$ cat src/design/cdq_pkg.sv
// Shared types and codes for the circular double-ended queue.
package cdq_pkg;

  localparam int WORD_W   = 32;
  localparam int OPCODE_W = 3;
  localparam int COUNT_W  = 5;
  localparam int STATUS_W = 2;

  typedef logic signed [WORD_W-1:0] word_t;
  typedef logic [OPCODE_W-1:0]      opcode_t;
  typedef logic [COUNT_W-1:0]       count_t;
  typedef logic [STATUS_W-1:0]      status_t;

  // operation codes; unused codes act as status only
  localparam opcode_t OP_INS_FRONT = 3'd0;
  localparam opcode_t OP_INS_REAR  = 3'd1;
  localparam opcode_t OP_DEL_FRONT = 3'd2;
  localparam opcode_t OP_DEL_REAR  = 3'd3;
  localparam opcode_t OP_STATUS    = 3'd4;

  // result status codes
  localparam status_t STAT_OK        = 2'd0;
  localparam status_t STAT_OVERFLOW  = 2'd1;
  localparam status_t STAT_UNDERFLOW = 2'd2;

  // value shown for front and rear while empty
  localparam word_t EMPTY_VALUE = '1;

  typedef enum logic {
    ST_IDLE,
    ST_LOAD
  } cdq_state_t;

endpackage

$ cat src/design/cdq_if.sv
// Handshake channels of the queue: operation words in, result words out.
interface cdq_in_if;
  import cdq_pkg::*;

  logic    valid;
  logic    ready;
  opcode_t opcode;
  word_t   value;

  modport source (output valid, output opcode, output value, input ready);
  modport sink   (input valid, input opcode, input value, output ready);
endinterface

interface cdq_out_if;
  import cdq_pkg::*;

  logic    valid;
  logic    ready;
  word_t   front_value;
  word_t   rear_value;
  count_t  count;
  logic    is_empty;
  logic    is_full;
  status_t status;

  modport source (output valid, output front_value, output rear_value, output count,
                  output is_empty, output is_full, output status, input ready);
  modport sink   (input valid, input front_value, input rear_value, input count,
                  input is_empty, input is_full, input status, output ready);
endinterface

$ cat src/design/cdq_ram.sv
// Generic single-write, single-read RAM with registered read data.
module cdq_ram #(
  parameter int WIDTH = 32,
  parameter int DEPTH = 16
) (
  input  logic                     clk,
  input  logic                     wr_en,
  input  logic [$clog2(DEPTH)-1:0] wr_addr,
  input  logic [WIDTH-1:0]         wr_data,
  input  logic                     rd_en,
  input  logic [$clog2(DEPTH)-1:0] rd_addr,
  output logic [WIDTH-1:0]         rd_data
);

  logic [WIDTH-1:0] mem [DEPTH];

  always_ff @(posedge clk) begin
    if (wr_en) begin
      mem[wr_addr] <= wr_data;
    end
    if (rd_en) begin
      rd_data <= mem[rd_addr];
    end
  end

endmodule

$ cat src/design/circular_double_ended_queue.sv
// Circular double-ended queue: top level with index control and result register.
// Usage:
//   in_chan carries one operation word (opcode, value): insert front, insert
//   rear, delete front, delete rear or status only. out_chan returns one
//   result word per operation: front and rear elements (all ones when empty),
//   element count (low 5 bits), empty and full flags and a status code
//   (ok, overflow on insert into a full queue, underflow on delete from empty).
//   A word is accepted when valid and ready are both high.
// Timing:
//   An operation is accepted in the idle state; its result is registered when
//   the load state ends, and no new operation is taken before that. The load
//   state covers the registered read of the element store, which a delete
//   needs to fetch the new front or rear element. Front and rear elements are
//   also cached in registers, so inserts and status operations read nothing.
// Reset:
//   Synchronous, active low: the queue is empty, indices and count at zero.
//   The element store is not cleared; no entry is read before it is written.
// Stall:
//   The result register holds a valid result while out_chan.ready is low. One
//   more operation is still accepted; its result waits in the load state until it frees.
module circular_double_ended_queue #(
  parameter int DEPTH = 16
) (
  input  logic         clk,
  input  logic         rst_n,
  cdq_in_if.sink       in_chan,
  cdq_out_if.source    out_chan
);

  import cdq_pkg::*;

  localparam int IW = (DEPTH > 1) ? $clog2(DEPTH) : 1;
  localparam int CW = $clog2(DEPTH + 1);
  localparam logic [IW-1:0] LAST_IDX  = IW'(DEPTH - 1);
  localparam logic [CW-1:0] FULL_CNT  = CW'(DEPTH);
  localparam logic [CW-1:0] ONE_CNT   = CW'(1);

  // control and queue state
  cdq_state_t     state_r, state_nxt;
  logic [IW-1:0]  front_idx_r, front_idx_nxt;
  logic [IW-1:0]  rear_idx_r, rear_idx_nxt;
  logic [CW-1:0]  count_r, count_nxt;
  word_t          front_val_r, front_val_nxt;
  word_t          rear_val_r, rear_val_nxt;
  status_t        pend_status_r, pend_status_nxt;
  logic           pend_rd_r, pend_rd_nxt;
  logic           pend_front_r, pend_front_nxt;

  // result register
  logic           out_valid_r, out_valid_nxt;
  word_t          out_front_r, out_front_nxt;
  word_t          out_rear_r, out_rear_nxt;
  count_t         out_count_r, out_count_nxt;
  logic           out_empty_r, out_empty_nxt;
  logic           out_full_r, out_full_nxt;
  status_t        out_status_r, out_status_nxt;

  // store port signals
  logic           wr_en;
  logic [IW-1:0]  wr_addr;
  logic           rd_en;
  logic [IW-1:0]  rd_addr;
  logic [WORD_W-1:0] rd_data;

  logic           accept;
  logic           is_ins, is_del, q_empty, q_full, load_ok;
  logic [IW-1:0]  front_up, front_down, rear_up, rear_down;
  word_t          new_front, new_rear;

  cdq_ram #(
    .WIDTH (WORD_W),
    .DEPTH (DEPTH)
  ) u_store (
    .clk     (clk),
    .wr_en   (wr_en),
    .wr_addr (wr_addr),
    .wr_data (in_chan.value),
    .rd_en   (rd_en),
    .rd_addr (rd_addr),
    .rd_data (rd_data)
  );

  // wrapping index steps
  assign front_up   = (front_idx_r == LAST_IDX) ? '0 : front_idx_r + 1'b1;
  assign front_down = (front_idx_r == '0) ? LAST_IDX : front_idx_r - 1'b1;
  assign rear_up    = (rear_idx_r == LAST_IDX) ? '0 : rear_idx_r + 1'b1;
  assign rear_down  = (rear_idx_r == '0) ? LAST_IDX : rear_idx_r - 1'b1;

  assign in_chan.ready = (state_r == ST_IDLE);
  assign accept        = in_chan.valid && in_chan.ready;
  assign is_ins  = (in_chan.opcode == OP_INS_FRONT) || (in_chan.opcode == OP_INS_REAR);
  assign is_del  = (in_chan.opcode == OP_DEL_FRONT) || (in_chan.opcode == OP_DEL_REAR);
  assign q_empty = (count_r == '0);
  assign q_full  = (count_r == FULL_CNT);
  assign load_ok = !out_valid_r || out_chan.ready;

  // elements after the operation, with the fresh read forwarded
  assign new_front = (pend_rd_r && pend_front_r)  ? word_t'(rd_data) : front_val_r;
  assign new_rear  = (pend_rd_r && !pend_front_r) ? word_t'(rd_data) : rear_val_r;

  // next state, index update and result load
  always_comb begin
    state_nxt       = state_r;
    front_idx_nxt   = front_idx_r;
    rear_idx_nxt    = rear_idx_r;
    count_nxt       = count_r;
    front_val_nxt   = front_val_r;
    rear_val_nxt    = rear_val_r;
    pend_status_nxt = pend_status_r;
    pend_rd_nxt     = pend_rd_r;
    pend_front_nxt  = pend_front_r;
    out_valid_nxt   = out_valid_r;
    out_front_nxt   = out_front_r;
    out_rear_nxt    = out_rear_r;
    out_count_nxt   = out_count_r;
    out_empty_nxt   = out_empty_r;
    out_full_nxt    = out_full_r;
    out_status_nxt  = out_status_r;
    wr_en           = 1'b0;
    wr_addr         = '0;
    rd_en           = 1'b0;
    rd_addr         = '0;

    if (out_valid_r && out_chan.ready) begin
      out_valid_nxt = 1'b0;
    end

    case (state_r)
      ST_IDLE: begin
        if (accept) begin
          state_nxt       = ST_LOAD;
          pend_status_nxt = STAT_OK;
          pend_rd_nxt     = 1'b0;
          pend_front_nxt  = 1'b0;
          if (is_ins) begin
            if (q_full) begin
              pend_status_nxt = STAT_OVERFLOW;
            end else begin
              count_nxt = count_r + 1'b1;
              wr_en     = 1'b1;
              if (q_empty) begin
                front_idx_nxt = '0;
                rear_idx_nxt  = '0;
                wr_addr       = '0;
                front_val_nxt = in_chan.value;
                rear_val_nxt  = in_chan.value;
              end else if (in_chan.opcode == OP_INS_FRONT) begin
                front_idx_nxt = front_down;
                wr_addr       = front_down;
                front_val_nxt = in_chan.value;
              end else begin
                rear_idx_nxt = rear_up;
                wr_addr      = rear_up;
                rear_val_nxt = in_chan.value;
              end
            end
          end else if (is_del) begin
            if (q_empty) begin
              pend_status_nxt = STAT_UNDERFLOW;
            end else begin
              count_nxt = count_r - 1'b1;
              if (count_r == ONE_CNT) begin
                front_idx_nxt = '0;
                rear_idx_nxt  = '0;
              end else if (in_chan.opcode == OP_DEL_FRONT) begin
                front_idx_nxt  = front_up;
                rd_en          = 1'b1;
                rd_addr        = front_up;
                pend_rd_nxt    = 1'b1;
                pend_front_nxt = 1'b1;
              end else begin
                rear_idx_nxt = rear_down;
                rd_en        = 1'b1;
                rd_addr      = rear_down;
                pend_rd_nxt  = 1'b1;
              end
            end
          end
        end
      end
      ST_LOAD: begin
        if (load_ok) begin
          state_nxt      = ST_IDLE;
          front_val_nxt  = new_front;
          rear_val_nxt   = new_rear;
          pend_rd_nxt    = 1'b0;
          out_valid_nxt  = 1'b1;
          out_front_nxt  = q_empty ? EMPTY_VALUE : new_front;
          out_rear_nxt   = q_empty ? EMPTY_VALUE : new_rear;
          out_count_nxt  = count_t'(count_r);
          out_empty_nxt  = q_empty;
          out_full_nxt   = q_full;
          out_status_nxt = pend_status_r;
        end
      end
      default: begin
        state_nxt = ST_IDLE;
      end
    endcase
  end

  // state registers
  always_ff @(posedge clk) begin
    if (!rst_n) begin
      state_r     <= ST_IDLE;
      front_idx_r <= '0;
      rear_idx_r  <= '0;
      count_r     <= '0;
      pend_rd_r   <= 1'b0;
      out_valid_r <= 1'b0;
    end else begin
      state_r     <= state_nxt;
      front_idx_r <= front_idx_nxt;
      rear_idx_r  <= rear_idx_nxt;
      count_r     <= count_nxt;
      pend_rd_r   <= pend_rd_nxt;
      out_valid_r <= out_valid_nxt;
    end
  end

  // payload registers
  always_ff @(posedge clk) begin
    front_val_r   <= front_val_nxt;
    rear_val_r    <= rear_val_nxt;
    pend_status_r <= pend_status_nxt;
    pend_front_r  <= pend_front_nxt;
    out_front_r   <= out_front_nxt;
    out_rear_r    <= out_rear_nxt;
    out_count_r   <= out_count_nxt;
    out_empty_r   <= out_empty_nxt;
    out_full_r    <= out_full_nxt;
    out_status_r  <= out_status_nxt;
  end

  assign out_chan.valid       = out_valid_r;
  assign out_chan.front_value = out_front_r;
  assign out_chan.rear_value  = out_rear_r;
  assign out_chan.count       = out_count_r;
  assign out_chan.is_empty    = out_empty_r;
  assign out_chan.is_full     = out_full_r;
  assign out_chan.status      = out_status_r;

`ifndef SYNTHESIS
  // count never passes capacity
  a_count_range: assert property (@(posedge clk) disable iff (!rst_n)
    count_r <= FULL_CNT)
    else $error("element count above capacity");

  // an empty queue keeps both indices at zero
  a_empty_idx: assert property (@(posedge clk) disable iff (!rst_n)
    (count_r == '0) |-> (front_idx_r == '0 && rear_idx_r == '0))
    else $error("empty queue with nonzero index");

  // overflow is only reported against a full queue
  a_ovf_full: assert property (@(posedge clk) disable iff (!rst_n)
    (out_chan.valid && out_chan.status == STAT_OVERFLOW) |-> out_chan.is_full)
    else $error("overflow reported while not full");

  // a pending store read is only taken after a delete that left elements
  a_rd_nonempty: assert property (@(posedge clk) disable iff (!rst_n)
    (state_r == ST_LOAD && pend_rd_r) |-> (count_r != '0))
    else $error("store read pending on empty queue");
`endif

endmodule
$ cat src/flat_wrapper.sv
// flat-port wrapper written by rule: the top's interface ports become plain ports
module circular_double_ended_queue_flat import cdq_pkg::*;
#(
  parameter int DEPTH = 16
)
  (clk, rst_n, in_chan_valid, in_chan_opcode, in_chan_value, in_chan_ready, out_chan_valid, out_chan_front_value, out_chan_rear_value, out_chan_count, out_chan_is_empty, out_chan_is_full, out_chan_status, out_chan_ready);
  cdq_in_if in_chan_i ();
  cdq_out_if out_chan_i ();
  input  logic clk;
  input  logic rst_n;
  input wire logic [$bits(in_chan_i.valid)-1:0] in_chan_valid;
  input wire logic [$bits(in_chan_i.opcode)-1:0] in_chan_opcode;
  input wire logic [$bits(in_chan_i.value)-1:0] in_chan_value;
  output wire logic [$bits(in_chan_i.ready)-1:0] in_chan_ready;
  output wire logic [$bits(out_chan_i.valid)-1:0] out_chan_valid;
  output wire logic [$bits(out_chan_i.front_value)-1:0] out_chan_front_value;
  output wire logic [$bits(out_chan_i.rear_value)-1:0] out_chan_rear_value;
  output wire logic [$bits(out_chan_i.count)-1:0] out_chan_count;
  output wire logic [$bits(out_chan_i.is_empty)-1:0] out_chan_is_empty;
  output wire logic [$bits(out_chan_i.is_full)-1:0] out_chan_is_full;
  output wire logic [$bits(out_chan_i.status)-1:0] out_chan_status;
  input wire logic [$bits(out_chan_i.ready)-1:0] out_chan_ready;
  assign in_chan_i.valid = in_chan_valid;
  assign in_chan_i.opcode = in_chan_opcode;
  assign in_chan_i.value = in_chan_value;
  assign in_chan_ready = in_chan_i.ready;
  assign out_chan_valid = out_chan_i.valid;
  assign out_chan_front_value = out_chan_i.front_value;
  assign out_chan_rear_value = out_chan_i.rear_value;
  assign out_chan_count = out_chan_i.count;
  assign out_chan_is_empty = out_chan_i.is_empty;
  assign out_chan_is_full = out_chan_i.is_full;
  assign out_chan_status = out_chan_i.status;
  assign out_chan_i.ready = out_chan_ready;
  circular_double_ended_queue #(.DEPTH(DEPTH)) u_core (.clk(clk), .rst_n(rst_n), .in_chan(in_chan_i), .out_chan(out_chan_i));
endmodule
$ cat config.mk
export PLATFORM = sky130hd
export DESIGN_NAME = circular_double_ended_queue_flat
export DESIGN_NICKNAME = d
export VERILOG_FILES = /design/src/design/cdq_pkg.sv /design/src/design/cdq_if.sv /design/src/design/cdq_ram.sv /design/src/design/circular_double_ended_queue.sv /design/src/flat_wrapper.sv
export SDC_FILE = /design/constraint.sdc
export NUM_CORES = 1
export LEC_CHECK = 0
export BUFFER_PORTS_ARGS = -buffer_cell sky130_fd_sc_hd__buf_2
export CAP_MARGIN = 10
export CORE_ASPECT_RATIO = 1.2
export CORE_MARGIN = 3
export CORE_UTILIZATION = 52
export DETAILED_ROUTE_END_ITERATION = 10
export PLACE_DENSITY = 0.69
export SYNTH_ARGS = -nofsm -noshare
export SYNTH_HDL_FRONTEND = slang
export SYNTH_SLANG_ARGS = --single-unit
$ cat constraint.sdc
create_clock -name clk -period 13 [get_ports clk]
set_input_delay 1.3 -clock clk [delete_from_list [all_inputs] [get_ports clk]]
set_output_delay 1.3 -clock clk [all_outputs]
set_load 0.05 [all_outputs]
### After elaboration in Yosys (flattened, before gate mapping)

Memories as Yosys holds them, arrays and structs flattened. A register that Yosys moved wholly into a read port is not among the register bits.
Cells that the tools add are included.

| cells by class | value |
|---|---|
| muxes and demuxes | 79 |
| bitwise operators | 2 |
| equality and inequality tests | 18 |
| reductions and logical operators | 24 |
| add/subtract/negate cells | 6 |

Operators by type and width:

| cell | count |
|---|---|
| 2-to-1 mux 32 bit | 14 |
| 2-to-1 mux 4 bit | 33 |
| case mux 32 bit (2 select lines) | 2 |
| 2-to-1 mux 1 bit | 21 |
| 2-to-1 mux 5 bit | 4 |
| AND reduction 5 bit | 3 |
| AND reduction 7 bit | 2 |
| != test 3 bit (second input constant) | 4 |
| != test 2 bit (second input constant) | 5 |
| adder 4 x 1 -> 4 bit (second input constant) | 2 |
| == test 4 bit (second input constant) | 2 |
| zero test 4 bit | 2 |
| subtractor 4 x 1 -> 4 bit (second input constant) | 2 |
| == test 3 x 2 -> 1 bit (second input constant) | 2 |
| 2-to-1 mux 2 bit | 3 |
| AND reduction 2 bit | 3 |
| adder 5 x 1 -> 5 bit (second input constant) | 1 |
| == test 5 x 1 -> 1 bit (second input constant) | 1 |
| == test 5 bit (second input constant) | 1 |
| zero test 5 bit | 1 |
| subtractor 5 x 1 -> 5 bit (second input constant) | 1 |
| logical AND 1 bit | 4 |
| case mux 1 bit (2 select lines) | 2 |
| OR reduction 4 bit | 1 |
| 9 further kinds | 13 |

| word-level totals | value |
|---|---|
| memories kept | 1 |
| output and inout bits | 75 |
| RAM bits | 512 |
| logic and storage cells | 146 |
| register bits | 156 |
| input bits | 39 |

Memories:

| memory | depth | width | read ports | clocked after Yosys merged registers in | write ports | line | text |
|---|---|---|---|---|---|---|---|
| u_core.u_store.mem | 16 | 32 | 1 | 1 | 1 | cdq_ram.sv:15 | `logic [WIDTH-1:0] mem [DEPTH];` |

### Logic depth before layout (Yosys ltp)

| depth | value |
|---|---|
| depth in word-level cells | 9 |
| mapped depth | 15 |
| depth with buffers taken out | 11 |

### By module

From an unflattened synthesis, not the netlist that was laid out.

| unflattened totals | value |
|---|---|
| cells, all modules | 1421 |
| area total of the unflattened synthesis | 27258.6 sq um |

By module, submodules not included:

| module | cells an instance | area an instance (sq um) | seq. area each (sq um) | instances |
|---|---|---|---|---|
| cdq_ram | 838 | 20155.6 | 16335.7 | 1 |
| circular_double_ended_queue | 583 | 7103.1 | 4524.3 | 1 |

### Worst setup path after synthesis

Ideal clock, no wire load.

| timing | value |
|---|---|
| path type | input -> register |
| start point | input port out_chan_ready |
| end point | register u_core.front_val_r[0], enable pin |
| data arrival time | 4774 ps |
| cell stages on the path | 4 |
| path slack | 7832 ps |
| path buffers | 1 |
| library setup time | 394 ps |
| path through | nand2b_1 -> and2_1 -> clkbuf_1 -> o32a_1 |

| between the ends | value |
|---|---|
| longest elaborated chain between the ends | 3 |

RTL lines:

| element | line | text |
|---|---|---|
| start: declaration | flat_wrapper.sv:22 | `input wire logic [$bits(out_chan_i.ready)-1:0] out_chan_ready;` |
| logical OR 1 bit | circular_double_ended_queue.sv:95 | `assign load_ok = !out_valid_r \|\| out_chan.ready;` |
| != test 2 bit (no line) | -- |  |
| AND reduction 5 bit (no line) | -- |  |
| end signal: assignment | circular_double_ended_queue.sv:223 | `front_val_r <= front_val_nxt;` |
| end: declaration | circular_double_ended_queue.sv:43 | `word_t front_val_r, front_val_nxt;` |

No other way between the ends.
A chain may end at the register's enable or synchronous reset.

### Worst setup path after layout

| timing | value |
|---|---|
| start point | register u_core.count_r[0] |
| end point | register u_core.u_store.rd_data[18], read port of u_core.u_store.mem, data pin |

| between the ends | value |
|---|---|
| elaborated cells on any way between the ends | 14 |

RTL lines:

| element | line | text |
|---|---|---|
| start: declaration | circular_double_ended_queue.sv:42 | `logic [CW-1:0] count_r, count_nxt;` |
| start signal: assignment | circular_double_ended_queue.sv:215 | `count_r <= count_nxt;` |
| zero test 5 bit | circular_double_ended_queue.sv:93 | `assign q_empty = (count_r == '0);` |
| named net u_core.q_empty | circular_double_ended_queue.sv:66 | `logic is_ins, is_del, q_empty, q_full, load_ok;` |
| 2-to-1 mux 1 bit | circular_double_ended_queue.sv:158 | `if (q_empty) begin` |
| 2-to-1 mux 1 bit | circular_double_ended_queue.sv:157 | `end else if (is_del) begin` |
| 2-to-1 mux 1 bit | circular_double_ended_queue.sv:135 | `if (is_ins) begin` |
| 2-to-1 mux 1 bit | circular_double_ended_queue.sv:130 | `if (accept) begin` |
| 2-to-1 mux 1 bit | circular_double_ended_queue.sv:128 | `case (state_r)` |
| named net u_core.rd_en | circular_double_ended_queue.sv:61 | `logic rd_en;` |
| end: declaration | cdq_ram.sv:12 | `output logic [WIDTH-1:0] rd_data` |

The timed path passes the listed nets, and every way through them passes these cells.

==> reports/summary.md <==
The fraction of the mapped netlist area in compound gates works out to 12.0%. The number of max-slew violations in the final report is 0, and the Yosys warning count is 0. TritonCTS built the clock tree. The worst setup path is launched from a flip-flop. After synthesis, the share of flip-flops with an asynchronous set or reset is 0%.

The run gives 59.2% as the core occupancy in the finished layout. The logs give 52800 um^2 for the floorplan core area and 0.60 ns for the clock insertion delay at the later pin of the skew report. The H-tree depth came out at 3. For this block, the initial DRC count from the detailed router was 1873.

In the global route stage, met1 resource usage came out at 32.1%. The clock-pin slew on the worst setup and hold paths came out at 0.06 ns. The synthesized netlist occupies a cell area of 27900 um^2. The combinational power share is 9.0%, and the final routed wirelength across all metal layers is 66200 um. The growth of design area from synthesis to finish came out at 12.0%. The tools report the count of different cell masters after synthesis as 66.

For the total nets after synthesis, the log shows 1834. After detailed routing, the average wire length per cell comes to 25.1 um. The worst hold path belongs to the class flip-flop to flip-flop. For this run, the leading register cell type out of synthesis is sky130_fd_sc_hd__edfxtp_1.

Global routing used 23.3% of the available tracks across all layers. The cell row count was 92. Setup repair after global routing left no endpoint under its margin. The portion of synthesized area spent on multiplexers is 5.91%.

The CTS buffer count was 66. The number of enable-type register cells in the synthesized netlist works out to 684. The tools report the weighted congestion reported at the end of routability-driven placement as 0.810. The run finished with clean final reports.

The starting density of the core was 52.8%; the count of cells along the worst hold path was 0. By area, the combinational part of the netlist is dominated by compound AO/OA/AOI/OAI gates. Along the worst path, the maximum fanout reaches 85. The highest clock rate came out at 0.172 GHz. For the final database, setup skew stands at 0.0199 ns. Adder and majority gate portion of the synthesized area: 0.358%. Per report_power, the clock group accounts for 37.4% of the total. The headroom to the max-slew limit came out at 20.0%.

For this run, design rule violations remaining after detail routing come to 0. The proportion of total power due to net switching was 23.7%; the total of fill cells in the finished design was 3928. For this run, the detailed router's first-pass iteration total came to 5. After global routing, the most crowded layer is met2.

The sequential share of the synthesized area was 74.7%. STA classifies the critical path endpoint as a flip-flop. The buffer count from post-CTS setup fixing is 0.

The setup path with the least slack is of type flip-flop to flip-flop. The internal power was 3.67 mW; the number of hold buffers added after CTS was 0. The gate count of the mapped netlist was 1787. The HPWL after detailed placement is 35500 um.

For the final-stage net count, the log shows 1934. sky130_fd_sc_hd__edfxtp_1 takes more of the synthesized area than any other cell. No sink is reached through more buffers than the 3 on the longest clock path.

The leakage power came out at 10.7 nW. For the pin with the worst max-slew slack, the measured transition is 1.20 ns. Share of final-layout standard cells stronger than drive strength 1: 18.1%. By area the synthesized netlist is led by sky130_fd_sc_hd__edfxtp_1 (74%), sky130_fd_sc_hd__mux2i_1 (4.7%), sky130_fd_sc_hd__o221ai_1 (2.9%), sky130_fd_sc_hd__nand2_1 (2.6%), sky130_fd_sc_hd__a21oi_1 (1.9%). Final hold analysis gives a worst-case slack of 0.434 ns.

The die is 218 um wide. The synthesized design contains 700 register bits. Setup violations remaining at the end of the flow were counted as 0.

After detailed routing, the number of vias per cell comes to 6.16. In this run the power density over the cells is 154 nW/um^2. The switching power total was 1.14 mW; the met3 track demand over resource in global routing was 3.90%. Cell area reported after detailed placement: 29300 um^2.

Of the total synthesized cell area, the portion taken by AND, OR, NAND and NOR gates is 4.56%. The clock period minus final worst setup slack was 5.82 ns. For the worst flop-to-flop path, the logic depth is 13.

The die outline area came out at 56500 um^2. The logs give 13.33 ns for the endpoint required time on the critical path and 53.6% for the sequential power share. The sink count of the clock tree came out at 700. The via count of the first global-routing pass was 15948; the data arrival time of the worst path was 6.15 ns. The die outline height is 260 um, and the area share of xor/xnor cells in the synthesized design is 0.251%.

Buffers placed on the I/O ports in this run total 113. The logs give 114 for the top-level port count and 0 for the total of cells resized after clock tree synthesis. For the number of vias in the routed layout, the log shows 16272. Initial antenna violation count: 4. The detail route stage leaves a number of antenna-violating nets equal to 0. Summed over all layers, the global routing overflow is 0. For the number of hold violations in the final report, the log shows 0.

The share of synthesized area in the top cell type comes to 73.6%. The tool flagged a number of max-cap violations equal to 0. The highest ir drop seen on vdd came out at 0.0911 mV. In the final timing run, aggregate negative setup slack is 0 ns. The cell area after layout came out at 31300 um^2. The worst path uses 44.7% of the clock period. The wire length of the first global-routing pass is 98800 um. Synthesized area per cell: 15.6 um^2. Met2 track demand over resource: 37.9%. The tools report the pin count of the biggest net entering global routing as 89. The tools report the root buffer cell as sky130_fd_sc_hd__clkbuf_16.
-- through the flow --
| step | cells | worst slack (ns) | total power, mW |
|---|---|---|---|
| floorplan | 1787 | 7.83 | 2.92 |
| global placement | 2524 | 7.36 | 3.04 |
| detailed placement | 2524 | 7.23 | 3.06 |
| CTS | 2639 | 7.25 | 4.83 |
| global route | 2640 | 6.79 | 4.96 |
| finish | 2640 | 7.18 | 4.81 |
-- area by class of cell --
type | count | area (um^2) | area share [%]
Inverter | 16 | 65.1 | 0.208
Sequential cell | 700 | 20900 | 66.7
Timing Repair Buffer | 150 | 843 | 2.70
Multi-Input combinational cell | 953 | 6650 | 21.2
Clock inverter | 35 | 254 | 0.812
Antenna cell | 1 | 2.50 | 0.00800
Tap cell | 705 | 882 | 2.82
Clock buffer | 80 | 1730 | 5.52
-- registers in the layout, summed over array words and instances (netlist names), 2 cells and up --
| register | count |
|---|---|
| u_core.u_store.rd_data | 32 |
| u_core.out_chan.rear_value | 32 |
| u_core.u_store.mem | 512 |
| u_core.out_chan.front_value | 32 |
| u_core.rear_idx_r | 4 |
| u_core.pend_status_r | 2 |
| u_core.out_chan.status | 2 |
| u_core.front_idx_r | 4 |
| u_core.rear_val_r | 32 |
| u_core.count_r | 5 |
| u_core.out_chan.count | 5 |
| u_core.front_val_r | 32 |
-- power by group through the flow --
| stage | Clock, mW | Sequential [mW] | Combinational [mW] |
|---|---|---|---|
| finish | 1.80 | 2.58 | 0.433 |
| global placement | 0 | 2.62 | 0.421 |
| detailed placement | 0 | 2.63 | 0.430 |
| global route | 1.91 | 2.58 | 0.469 |
| CTS | 1.82 | 2.58 | 0.432 |
| floorplan | 0 | 2.68 | 0.242 |
-- critical path, cell delays in order (launching register included) --
cell	delay, ns
sky130_fd_sc_hd__dfxtp_1	0.47
sky130_fd_sc_hd__inv_1	0.12
sky130_fd_sc_hd__ha_1	0.22
sky130_fd_sc_hd__or4b_2	0.20
sky130_fd_sc_hd__buf_4	0.56
sky130_fd_sc_hd__inv_4	0.14
sky130_fd_sc_hd__or4_1	0.74
sky130_fd_sc_hd__inv_4	0.57
sky130_fd_sc_hd__o21ai_4	0.49
sky130_fd_sc_hd__buf_4	0.54
sky130_fd_sc_hd__buf_4	0.50
sky130_fd_sc_hd__o221ai_1	0.38
sky130_fd_sc_hd__nand2_1	0.09
sky130_fd_sc_hd__o32a_1	0.33
-- cells by family after synthesis --
logic type	count (synthesis)
simple gates	302
fa+ha+maj	8
flops	700
xor+xnor	8
compound gates	474
mux	161
buf+inv	134
-- cell usage in the layout (no fill, tap or decap), types with 19 or more instances in the layout --
master	synthesis	final
sky130_fd_sc_hd__edfxtp_1	684	684
sky130_fd_sc_hd__nor2_1	71	54
sky130_fd_sc_hd__nand2_1	190	188
sky130_fd_sc_hd__buf_2	34	113
sky130_fd_sc_hd__nor2_4	1	19
sky130_fd_sc_hd__o21ai_0	71	71
sky130_fd_sc_hd__buf_4	3	37
sky130_fd_sc_hd__a2bb2oi_1	31	31
sky130_fd_sc_hd__clkbuf_16	0	67
sky130_fd_sc_hd__a21oi_1	105	103
sky130_fd_sc_hd__o32a_1	33	31
sky130_fd_sc_hd__o221ai_1	94	94
sky130_fd_sc_hd__mux2i_1	130	130
sky130_fd_sc_hd__a21oi_2	30	30
sky130_fd_sc_hd__mux2_2	31	31
sky130_fd_sc_hd__o22ai_1	66	66
-- per-layer routing --
metal,share of wire [%],vias to the layer above
met3,9.0,126
met1,40,8081
li1,-,7289
met5,0.035,-
met2,48,772
met4,3.0,4
-- cell usage after synthesis (3+ instances only) --
master                        n
sky130_fd_sc_hd__edfxtp_1   684
sky130_fd_sc_hd__o22a_1       3
sky130_fd_sc_hd__nor2_1      71
sky130_fd_sc_hd__inv_1       13
sky130_fd_sc_hd__buf_4        3
sky130_fd_sc_hd__mux2_2      31
sky130_fd_sc_hd__dfxtp_1     16
sky130_fd_sc_hd__buf_1       11
sky130_fd_sc_hd__nand2_1    190
sky130_fd_sc_hd__a211oi_1     8
sky130_fd_sc_hd__and2_1       5
sky130_fd_sc_hd__clkbuf_1    64
sky130_fd_sc_hd__nand2b_1     8
sky130_fd_sc_hd__a2bb2oi_1   31
sky130_fd_sc_hd__o22ai_1     66
sky130_fd_sc_hd__o32a_1      33
sky130_fd_sc_hd__nor2b_1      3
sky130_fd_sc_hd__a22oi_1      3
sky130_fd_sc_hd__o31ai_1      4
sky130_fd_sc_hd__ha_1         8
sky130_fd_sc_hd__nand3_1      4
sky130_fd_sc_hd__buf_6        6
sky130_fd_sc_hd__a21oi_1    105
sky130_fd_sc_hd__xnor2_1      4
sky130_fd_sc_hd__or3b_2       4
sky130_fd_sc_hd__xor2_1       4
sky130_fd_sc_hd__mux2i_1    130
sky130_fd_sc_hd__o21ai_0     71
sky130_fd_sc_hd__a21oi_2     30
sky130_fd_sc_hd__o221ai_1    94
sky130_fd_sc_hd__buf_2       34
-- path summary, 6_finish.rpt --
kind                                         startpoint                                    to  slack [ns]
setup / recovery         u_core.count_r[0]$_SDFFE_PN0P_  u_core.u_store.rd_data[18]$_DFFE_PP_        7.18
hold reg to reg   u_core.pend_status_r[1]$_SDFFCE_PP0P_   u_core.out_chan.status[1]$_DFFE_PP_        0.43
hold / removal    u_core.pend_status_r[1]$_SDFFCE_PP0P_   u_core.out_chan.status[1]$_DFFE_PP_        0.43
setup reg to reg         u_core.count_r[0]$_SDFFE_PN0P_  u_core.u_store.rd_data[18]$_DFFE_PP_        7.18
Power figures use the tool's default switching activity.
